`src/rtl/swmf_pkg.sv`:
```
`timescale 1ns / 1ps
`default_nettype none
// Shared types and constants for the sliding window median filter.
// Used by every module of the block; depends on nothing.
package swmf_pkg;

    localparam int DATA_W             = 16;
    localparam int CFG_W              = 5;
    localparam int APB_ADDR_W         = 3;
    localparam int APB_DATA_W         = 32;
    localparam int WINDOW_MAX_DEFAULT = 16;

    localparam logic [CFG_W-1:0] WINDOW_SIZE_RESET = 5'd3;

    // Register index, taken from paddr[2] (word address)
    localparam logic REG_WINDOW_SIZE = 1'b0;

    typedef enum logic [1:0] {
        S_IDLE,
        S_SCAN,
        S_DRAIN,
        S_EMIT
    } swmf_state_t;

    // Sequencer to rank unit: one compare issued this cycle
    typedef struct packed {
        logic issue;
        logic first;
        logic last;
    } swmf_ctl_t;

endpackage
`default_nettype wire

```
`src/rtl/swmf_hist.sv`:
```
`timescale 1ns / 1ps
`default_nettype none
// Circular sample history: append with window trim, two registered read ports.
// Depends on swmf_pkg.
module swmf_hist
    import swmf_pkg::*;
#(
    parameter int WINDOW_MAX = WINDOW_MAX_DEFAULT
)
(
    input  wire logic                                       clk,
    input  wire logic                                       rst_n,
    input  wire logic                                       wr_en,
    input  wire logic signed [DATA_W-1:0]                   wr_data,
    input  wire logic [$clog2(WINDOW_MAX+1)-1:0]            win,
    input  wire logic [((WINDOW_MAX > 1) ? $clog2(WINDOW_MAX) : 1)-1:0] rd_a_off,
    input  wire logic [((WINDOW_MAX > 1) ? $clog2(WINDOW_MAX) : 1)-1:0] rd_b_off,
    output logic signed [DATA_W-1:0]                        rd_a_data,
    output logic signed [DATA_W-1:0]                        rd_b_data,
    output logic [$clog2(WINDOW_MAX+1)-1:0]                 fill
);

    localparam int IDX_W = (WINDOW_MAX > 1) ? $clog2(WINDOW_MAX) : 1;
    localparam int CNT_W = $clog2(WINDOW_MAX + 1);
    localparam int SUM_W = CNT_W + 1;
    localparam logic [SUM_W-1:0] WM_S = SUM_W'(WINDOW_MAX);
    localparam logic [IDX_W-1:0] LAST_IDX = IDX_W'(WINDOW_MAX - 1);
    localparam logic [CNT_W-1:0] WM_C = CNT_W'(WINDOW_MAX);

    logic signed [DATA_W-1:0] mem [WINDOW_MAX];
    logic signed [DATA_W-1:0] rd_a_data_reg;
    logic signed [DATA_W-1:0] rd_b_data_reg;

    logic [IDX_W-1:0] oldest_reg, oldest_next;
    logic [CNT_W-1:0] fill_reg, fill_next;

    logic             full;
    logic [IDX_W-1:0] wr_addr;
    logic [IDX_W-1:0] rd_a_addr;
    logic [IDX_W-1:0] rd_b_addr;
    logic [IDX_W-1:0] oldest_app;
    logic [CNT_W-1:0] fill_app;
    logic [CNT_W-1:0] drop;
    logic [SUM_W-1:0] trim_sum;
    logic [SUM_W-1:0] sum_wr;
    logic [SUM_W-1:0] sum_a;
    logic [SUM_W-1:0] sum_b;

    // Offset from the oldest entry, wrapped once into the ring
    function automatic logic [IDX_W-1:0] wrap(input logic [SUM_W-1:0] s);
        logic [SUM_W-1:0] r;
        r = (s >= WM_S) ? (s - WM_S) : s;
        return r[IDX_W-1:0];
    endfunction

    assign full   = (fill_reg == WM_C);
    assign sum_wr = SUM_W'(oldest_reg) + SUM_W'(fill_reg);
    assign sum_a  = SUM_W'(oldest_reg) + SUM_W'(rd_a_off);
    assign sum_b  = SUM_W'(oldest_reg) + SUM_W'(rd_b_off);
    assign rd_a_addr = wrap(sum_a);
    assign rd_b_addr = wrap(sum_b);

    always_comb
    begin
        if (full)
        begin
            wr_addr    = oldest_reg;
            oldest_app = (oldest_reg == LAST_IDX) ? '0 : oldest_reg + 1'b1;
            fill_app   = fill_reg;
        end
        else
        begin
            wr_addr    = wrap(sum_wr);
            oldest_app = oldest_reg;
            fill_app   = fill_reg + 1'b1;
        end

        // Drop the excess oldest samples in one step
        drop     = fill_app - win;
        trim_sum = SUM_W'(oldest_app) + SUM_W'(drop);

        oldest_next = oldest_reg;
        fill_next   = fill_reg;
        if (wr_en)
        begin
            if (fill_app > win)
            begin
                oldest_next = wrap(trim_sum);
                fill_next   = win;
            end
            else
            begin
                oldest_next = oldest_app;
                fill_next   = fill_app;
            end
        end
    end

    always_ff @(posedge clk or negedge rst_n)
    begin
        if (!rst_n)
        begin
            oldest_reg <= '0;
            fill_reg   <= '0;
        end
        else
        begin
            oldest_reg <= oldest_next;
            fill_reg   <= fill_next;
        end
    end

    always_ff @(posedge clk)
    begin
        if (wr_en)
        begin
            mem[wr_addr] <= wr_data;
        end
        rd_a_data_reg <= mem[rd_a_addr];
        rd_b_data_reg <= mem[rd_b_addr];
    end

    assign rd_a_data = rd_a_data_reg;
    assign rd_b_data = rd_b_data_reg;
    assign fill      = fill_reg;

endmodule
`default_nettype wire

```
`src/rtl/swmf_rank.sv`:
```
`timescale 1ns / 1ps
`default_nettype none
// Shared compare-and-count unit: ranks each candidate against every held sample
// and captures the two middle values. Depends on swmf_pkg.
module swmf_rank
    import swmf_pkg::*;
#(
    parameter int WINDOW_MAX = WINDOW_MAX_DEFAULT
)
(
    input  wire logic                            clk,
    input  wire logic                            rst_n,
    input  wire swmf_ctl_t                       ctl,
    input  wire logic signed [DATA_W-1:0]        cand,
    input  wire logic signed [DATA_W-1:0]        elem,
    input  wire logic [$clog2(WINDOW_MAX+1)-1:0] fill,
    output logic signed [DATA_W-1:0]             median
);

    localparam int CNT_W = $clog2(WINDOW_MAX + 1);

    swmf_ctl_t ctl_reg;

    logic [CNT_W-1:0] cnt_lt_reg, cnt_lt_next;
    logic [CNT_W-1:0] cnt_le_reg, cnt_le_next;
    logic signed [DATA_W-1:0] lo_reg, lo_next;
    logic signed [DATA_W-1:0] hi_reg, hi_next;

    logic [CNT_W-1:0] k_lo;
    logic [CNT_W-1:0] k_hi;
    logic             lt;
    logic             le;
    logic [DATA_W:0]  pair_sum;
    logic [DATA_W:0]  pair_adj;

    assign k_hi = fill >> 1;
    assign k_lo = fill[0] ? k_hi : k_hi - 1'b1;

    assign lt = (elem <  cand);
    assign le = (elem <= cand);

    always_comb
    begin
        cnt_lt_next = cnt_lt_reg;
        cnt_le_next = cnt_le_reg;
        lo_next     = lo_reg;
        hi_next     = hi_reg;
        if (ctl_reg.issue)
        begin
            cnt_lt_next = (ctl_reg.first ? '0 : cnt_lt_reg) + CNT_W'(lt);
            cnt_le_next = (ctl_reg.first ? '0 : cnt_le_reg) + CNT_W'(le);
            // Candidate holds rank k when lt <= k < le
            if (ctl_reg.last)
            begin
                if ((cnt_lt_next <= k_lo) && (k_lo < cnt_le_next))
                begin
                    lo_next = cand;
                end
                if ((cnt_lt_next <= k_hi) && (k_hi < cnt_le_next))
                begin
                    hi_next = cand;
                end
            end
        end
    end

    always_ff @(posedge clk or negedge rst_n)
    begin
        if (!rst_n)
        begin
            ctl_reg <= '0;
        end
        else
        begin
            ctl_reg <= ctl;
        end
    end

    always_ff @(posedge clk)
    begin
        cnt_lt_reg <= cnt_lt_next;
        cnt_le_reg <= cnt_le_next;
        lo_reg     <= lo_next;
        hi_reg     <= hi_next;
    end

    // Mean of the middle pair, truncated toward zero
    assign pair_sum = {lo_reg[DATA_W-1], lo_reg} + {hi_reg[DATA_W-1], hi_reg};
    assign pair_adj = pair_sum + {{DATA_W{1'b0}}, pair_sum[DATA_W]};
    assign median   = fill[0] ? hi_reg : pair_adj[DATA_W:1];

endmodule
`default_nettype wire

```
`src/rtl/swmf_ctrl.sv`:
```
`timescale 1ns / 1ps
`default_nettype none
// Sequencer: walks candidate and element offsets over the held samples,
// then hands the result to the output register. Depends on swmf_pkg.
module swmf_ctrl
    import swmf_pkg::*;
#(
    parameter int WINDOW_MAX = WINDOW_MAX_DEFAULT
)
(
    input  wire logic                            clk,
    input  wire logic                            rst_n,
    input  wire logic                            in_accept,
    input  wire logic [$clog2(WINDOW_MAX+1)-1:0] fill,
    input  wire logic                            out_free,
    output swmf_ctl_t                            ctl,
    output logic [((WINDOW_MAX > 1) ? $clog2(WINDOW_MAX) : 1)-1:0] cand_off,
    output logic [((WINDOW_MAX > 1) ? $clog2(WINDOW_MAX) : 1)-1:0] elem_off,
    output logic                                 load_out,
    output swmf_state_t                          state
);

    localparam int IDX_W = (WINDOW_MAX > 1) ? $clog2(WINDOW_MAX) : 1;

    swmf_state_t      state_reg, state_next;
    logic [IDX_W-1:0] i_reg, i_next;
    logic [IDX_W-1:0] j_reg, j_next;
    logic [IDX_W-1:0] n_last;

    assign n_last = IDX_W'(fill - 1'b1);

    always_ff @(posedge clk or negedge rst_n)
    begin
        if (!rst_n)
        begin
            state_reg <= S_IDLE;
            i_reg     <= '0;
            j_reg     <= '0;
        end
        else
        begin
            state_reg <= state_next;
            i_reg     <= i_next;
            j_reg     <= j_next;
        end
    end

    always_comb
    begin
        state_next = state_reg;
        i_next     = i_reg;
        j_next     = j_reg;
        ctl        = '0;
        load_out   = 1'b0;
        unique case (state_reg)
            S_IDLE:
            begin
                if (in_accept)
                begin
                    state_next = S_SCAN;
                    i_next     = '0;
                    j_next     = '0;
                end
            end
            S_SCAN:
            begin
                ctl.issue = 1'b1;
                ctl.first = (j_reg == '0);
                ctl.last  = (j_reg == n_last);
                if (j_reg == n_last)
                begin
                    j_next = '0;
                    if (i_reg == n_last)
                    begin
                        state_next = S_DRAIN;
                    end
                    else
                    begin
                        i_next = i_reg + 1'b1;
                    end
                end
                else
                begin
                    j_next = j_reg + 1'b1;
                end
            end
            S_DRAIN:
            begin
                // last compare still in the rank unit
                state_next = S_EMIT;
            end
            S_EMIT:
            begin
                if (out_free)
                begin
                    load_out   = 1'b1;
                    state_next = S_IDLE;
                end
            end
            default:
            begin
                state_next = S_IDLE;
            end
        endcase
    end

    assign cand_off = i_reg;
    assign elem_off = j_reg;
    assign state    = state_reg;

endmodule
`default_nettype wire

```
`src/rtl/sliding_window_median_filter_core.sv`:
```
`timescale 1ns / 1ps
`default_nettype none
// Running median filter over the most recent signed 16-bit samples.
//
// Input stream (s_*): one sample per item in s_tdata. Output stream (m_*): one
// median per input item, in order. window_size is set over the APB port at
// address 0 (0 acts as 1, values above WINDOW_MAX saturate); write it only while
// the block is idle.
//
// Each item is appended to a circular history; the oldest samples beyond the
// window are dropped, then a single shared comparator ranks every held sample
// against every held sample, itself included, one pair per cycle. With n held
// the sequencer scans all n*n pairs, passes a drain step for the last compare,
// then in the emit step loads the median into the output register once that is
// free; only then is the next item taken, so throughput is set by the pair
// count through the one compare unit. s_tready is high only while idle.
//
// Reset empties the history and sets window_size to 3. A stalled receiver
// holds m_tvalid and m_tdata; the block may take a new item meanwhile but
// holds its next result until the output register frees.
module sliding_window_median_filter_core
    import swmf_pkg::*;
#(
    parameter int WINDOW_MAX = WINDOW_MAX_DEFAULT
)
(
    input  wire logic                    clk,
    input  wire logic                    rst_n,
    // s_tdata: [15:0] sample
    input  wire logic                    s_tvalid,
    output logic                         s_tready,
    input  wire logic [DATA_W-1:0]       s_tdata,
    // m_tdata: [15:0] median
    output logic                         m_tvalid,
    input  wire logic                    m_tready,
    output logic [DATA_W-1:0]            m_tdata,
    input  wire logic                    psel,
    input  wire logic                    penable,
    input  wire logic                    pwrite,
    input  wire logic [APB_ADDR_W-1:0]   paddr,
    input  wire logic [APB_DATA_W-1:0]   pwdata,
    output logic [APB_DATA_W-1:0]        prdata,
    output logic                         pready
);

    localparam int IDX_W = (WINDOW_MAX > 1) ? $clog2(WINDOW_MAX) : 1;
    localparam int CNT_W = $clog2(WINDOW_MAX + 1);

    logic [CFG_W-1:0]  window_size_reg, window_size_next;
    logic              m_tvalid_reg, m_tvalid_next;
    logic [DATA_W-1:0] m_tdata_reg, m_tdata_next;

    logic              in_accept;
    logic              cfg_write;
    logic [CNT_W-1:0]  w_eff;
    logic [CNT_W-1:0]  fill;
    logic              out_free;
    logic              load_out;
    swmf_ctl_t         ctl;
    swmf_state_t       state;
    logic [IDX_W-1:0]  cand_off;
    logic [IDX_W-1:0]  elem_off;
    logic signed [DATA_W-1:0] cand;
    logic signed [DATA_W-1:0] elem;
    logic signed [DATA_W-1:0] median;

    assign pready    = 1'b1;
    assign cfg_write = psel && penable && pwrite && pready && (paddr[2] == REG_WINDOW_SIZE);
    assign prdata    = (paddr[2] == REG_WINDOW_SIZE) ? APB_DATA_W'(window_size_reg) : '0;

    assign window_size_next = cfg_write ? pwdata[CFG_W-1:0] : window_size_reg;

    always_comb
    begin
        priority if (window_size_reg == '0)
        begin
            w_eff = CNT_W'(1);
        end
        else if (32'(window_size_reg) > WINDOW_MAX)
        begin
            w_eff = CNT_W'(WINDOW_MAX);
        end
        else
        begin
            w_eff = CNT_W'(window_size_reg);
        end
    end

    assign s_tready  = (state == S_IDLE);
    assign in_accept = s_tvalid && s_tready;
    assign out_free  = !m_tvalid_reg || m_tready;

    assign m_tdata_next  = load_out ? median : m_tdata_reg;
    assign m_tvalid_next = load_out ? 1'b1 : (m_tready ? 1'b0 : m_tvalid_reg);

    always_ff @(posedge clk or negedge rst_n)
    begin
        if (!rst_n)
        begin
            window_size_reg <= WINDOW_SIZE_RESET;
            m_tvalid_reg    <= 1'b0;
        end
        else
        begin
            window_size_reg <= window_size_next;
            m_tvalid_reg    <= m_tvalid_next;
        end
    end

    always_ff @(posedge clk)
    begin
        m_tdata_reg <= m_tdata_next;
    end

    assign m_tvalid = m_tvalid_reg;
    assign m_tdata  = m_tdata_reg;

    swmf_hist #(
        .WINDOW_MAX (WINDOW_MAX)
    ) u_hist (
        .clk       (clk),
        .rst_n     (rst_n),
        .wr_en     (in_accept),
        .wr_data   (s_tdata),
        .win       (w_eff),
        .rd_a_off  (cand_off),
        .rd_b_off  (elem_off),
        .rd_a_data (cand),
        .rd_b_data (elem),
        .fill      (fill)
    );

    swmf_ctrl #(
        .WINDOW_MAX (WINDOW_MAX)
    ) u_ctrl (
        .clk       (clk),
        .rst_n     (rst_n),
        .in_accept (in_accept),
        .fill      (fill),
        .out_free  (out_free),
        .ctl       (ctl),
        .cand_off  (cand_off),
        .elem_off  (elem_off),
        .load_out  (load_out),
        .state     (state)
    );

    swmf_rank #(
        .WINDOW_MAX (WINDOW_MAX)
    ) u_rank (
        .clk    (clk),
        .rst_n  (rst_n),
        .ctl    (ctl),
        .cand   (cand),
        .elem   (elem),
        .fill   (fill),
        .median (median)
    );

    // While busy the history holds at least one sample and never more than the window
    a_fill_in_window: assert property (@(posedge clk) disable iff (!rst_n)
        (state != S_IDLE) |-> ((fill != '0) && (fill <= w_eff)))
        else $error("history count outside window while busy");

    a_accept_starts_scan: assert property (@(posedge clk) disable iff (!rst_n)
        in_accept |=> (state == S_SCAN))
        else $error("accepted item did not start a scan");

    a_result_from_emit: assert property (@(posedge clk) disable iff (!rst_n)
        $rose(m_tvalid) |-> $past(state == S_EMIT))
        else $error("result presented outside the emit step");

endmodule
`default_nettype wire

```
`config.mk`:
```
export PLATFORM = sky130hd
export DESIGN_NAME = sliding_window_median_filter_core
export DESIGN_NICKNAME = d
export VERILOG_FILES = /design/src/rtl/swmf_pkg.sv /design/src/rtl/swmf_hist.sv /design/src/rtl/swmf_rank.sv /design/src/rtl/swmf_ctrl.sv /design/src/rtl/sliding_window_median_filter_core.sv
export SDC_FILE = /design/constraint.sdc
export NUM_CORES = 1
export LEC_CHECK = 0
export BUFFER_PORTS_ARGS = -buffer_cell sky130_fd_sc_hd__buf_4
export CAP_MARGIN = 20
export CORE_MARGIN = 4
export CORE_UTILIZATION = 60
export DETAILED_ROUTE_END_ITERATION = 7
export PLACE_DENSITY = 0.79
export RECOVER_POWER = 50
export SKIP_LAST_GASP = 1
export SYNTH_ARGS = -nofsm -noshare
export SYNTH_HDL_FRONTEND = slang
export SYNTH_SLANG_ARGS = --single-unit
export TNS_END_PERCENT = 10
```
`constraint.sdc`:
```
create_clock -name clk -period 11.7 [get_ports clk]
set_input_delay 0 -clock clk [delete_from_list [all_inputs] [get_ports clk]]
set_output_delay 0 -clock clk [all_outputs]
set_load 0.01 [all_outputs]
```
==> run summary <==
Worst VDD drop - 0.260 mV
Total GRT Usage - 0.238
Setup-failing EPs final - 0
Max Slew Vio Count - 0
Clock network fraction of total power - 0.197
Logic pwr share - 0.501
Placed cells - 1715
Fin crit period - 4880 ps
Iteration-0 DRC Markers - 1099
Period utilisation layout - 0.417
CTS tree - done
IO buf count - 51
Number of hold violations in the final report - 0
Vias in the first global route - 11700
Fillers - 2137
Core Util, Final - 0.678
EDFF count, synth - 314
Largest cells by area after synthesis - edfxtp_1, mux4_2, ha_1
Top FF cell, synth - edfxtp_1
Initial DRT Pass Iterations - 5
# DRC - 0
Worst skew pair latency - 540 ps
CP Data Required Time - 11900 ps
CTS Sinks - 374
Num ports - 109
CP arrival - 5080 ps
Gr ovfl total - 0
Fraction of registers with async set/reset - 0.0749
Routed Antenna Nets - 0
CTS Buffer Depth - 3
#FFs+latches synth - 374
Complex-gate fraction of the synthesized area - 0.0701
Average size of a mapped cell - 14.8 um2
Sum Neg Setup Slack - 0 ps
Commonest non-fill, non-tap cell in the layout - edfxtp_1
Placer Congestion - 0.824
Mux share of post-synthesis cell area - 0.175
HPWL after DPL - 25500 um
Layout net count - 1523
Die H - 187 um
Final hold slack - 47.1 ps
Wire per inst - 23.1 um
Clk slew on worst S/H paths - 60 ps
WL final - 41800 um
P_int - 3.85 mW
Initial Util - 0.609
Worst-Margin Slew - 1440 ps
RSZ-0062 raised after global routing - no
Post-Synthesis Cells - 1302
First-pass GRT wire length - 65200 um
Status - completed
Unique masters post-synth - 81
Die ar. - 35100 um2
Placed cell area - 20100 um2
Vias/cell - 6.36
Flop pwr share - 0.302
Share of layout cells above drive strength 1 - 0.204
CP Capture Type - register
Layout area overhead - 11.3%
Relative slew slack - 0.0427
CP Class - register to register
Initial antenna violation count - 1
Design Power - 6.17 mW
CTS Buf Count - 39
Pre-CTS setup slack - 6910 ps
Post-Synth XOR/XNOR Area - 0.0330
Switching Fraction - 0.376
Core Rows - 65
Die Span X - 187 um
Final WS setup - 6820 ps
Crit Path Max Fanout - 16
Largest family of logic cells by synthesized area - multiplexers
Min-Delay Path Class - input port to register
Root Buffer - clkbuf_16
Warning count from the yosys run - 0
Switching power total - 2.32 mW
Commonest non-fill, non-tap cells in the layout - edfxtp_1, mux4_2, ha_1
Synthesized area - 19300 um2
H-tree Lvls - 2
Sequential share of the synthesized area - 0.559
PD cells - 288 nW/um2
# Max-Cap Violations - 0
Leakage - 7.69 nW
Fmax achieved - 205 MHz
Simple-gate share of the synthesized area - 0.0675
Yosys top cell by area - edfxtp_1
Startpoint Class - register
Adder-cell area share of the yosys netlist - 0.0591
Core footprint - 31600 um2
Largest net degree at the start of global routing - 65
DR vias - 11500
Max reg flops - 256
Clk_skew - 27.5 ps
Layout Cells excl Fill - 1813
Largest Register - u_hist.mem
Post-synth top area share - 0.489
Layout Cell Area excl Fill - 21500 um2
## per-layer routing
metal,vias to the layer above,global-route usage,routed length (um)
li1,5149,-,-
met1,5741,0.324,16700
met2,522,0.398,20800
met3,112,0.0364,2870
met4,0,0.0845,1510
met5,-,0,0
## cell usage after synthesis, types with 7 or more instances
library cell,count
edfxtp_1,314
mux4_2,128
ha_1,79
nand2_1,61
a21oi_1,58
nor2_1,55
inv_1,51
nor2b_1,47
mux2i_1,40
clkbuf_1,38
xnor2_1,38
a211oi_1,34
dfxtp_1,32
o21ai_0,31
buf_4,30
xor2_1,27
dfrtp_1,26
nand3_1,21
buf_2,18
a21o_1,15
nor3_1,10
o21a_1,10
o21ai_1,10
nand2b_1,9
nand4_1,9
mux2_2,7
## power groups by stage
stage,logic (mW),registers (mW),clock network [mW]
floorplan,2.39,1.82,0
global placement,3.02,1.88,0
detailed placement,3.10,1.89,0
CTS,3.13,1.86,1.23
global route,3.37,1.88,1.30
finish,3.10,1.86,1.21
## cell type report
| type | count | area (um2) | area share |
|---|---|---|---|
| sequential | 374 | 10800 | 0.502 |
| tap | 402 | 503 | 0.0234 |
| clock inverter | 10 | 92.6 | 0.00431 |
| clock buffer | 61 | 1170 | 0.0546 |
| timing repair buffer | 103 | 686 | 0.0319 |
| antenna | 1 | 2.50 | 0.000117 |
| inverter | 53 | 199 | 0.00927 |
| multi-input combinational | 809 | 8030 | 0.374 |
## worst paths after layout
check,start,end,slack (ps),depth (start not counted)
worst max-delay path,u_hist.rd_a_data[9],u_rank.lo_reg[11],6820,20
worst min-delay path,pwrite,window_size_reg[2],50,3
worst max register to register,u_hist.rd_a_data[9],u_rank.lo_reg[11],6820,20
worst min register to register,u_hist.rd_a_data[4],u_rank.hi_reg[4],470,0
max in group asynchronous,rst_n,u_hist.oldest_reg[0],9760,4
min in group asynchronous,rst_n,window_size_reg[0],570,3
## critical path: stages (launching register included)
cell and delay [ps]:
dfxtp_1 410, inv_1 70, ha_1 310, a21o_1 180, a21o_1 160, a21o_1 200
a21o_1 180, a21oi_1 180, o21ai_0 170, mux2i_1 390, ha_1 260, ha_1 230
nand3_1 110, xor2_1 150, nor2_1 200, ha_1 290, nand4_1 130, nor2_1 50
a211o_1 280, a2111oi_2 290, buf_4 300
## repair_timing
item,CTS,global route
hold endpoints to repair,291,0
hold buffers,26,0
buffers inserted,0,0
gates resized for setup,0,0
## kinds of logic after synthesis
logic type / count (synthesis)
DFF: 374
and+or+nand+nor: 247
AOI/OAI and AO/OA: 202
muxes: 176
buffers and inverters: 145
adders and majority gates: 88
xor gates and xnor gates: 68
other: 2
Note: power is estimated with default switching activity, not from simulation.
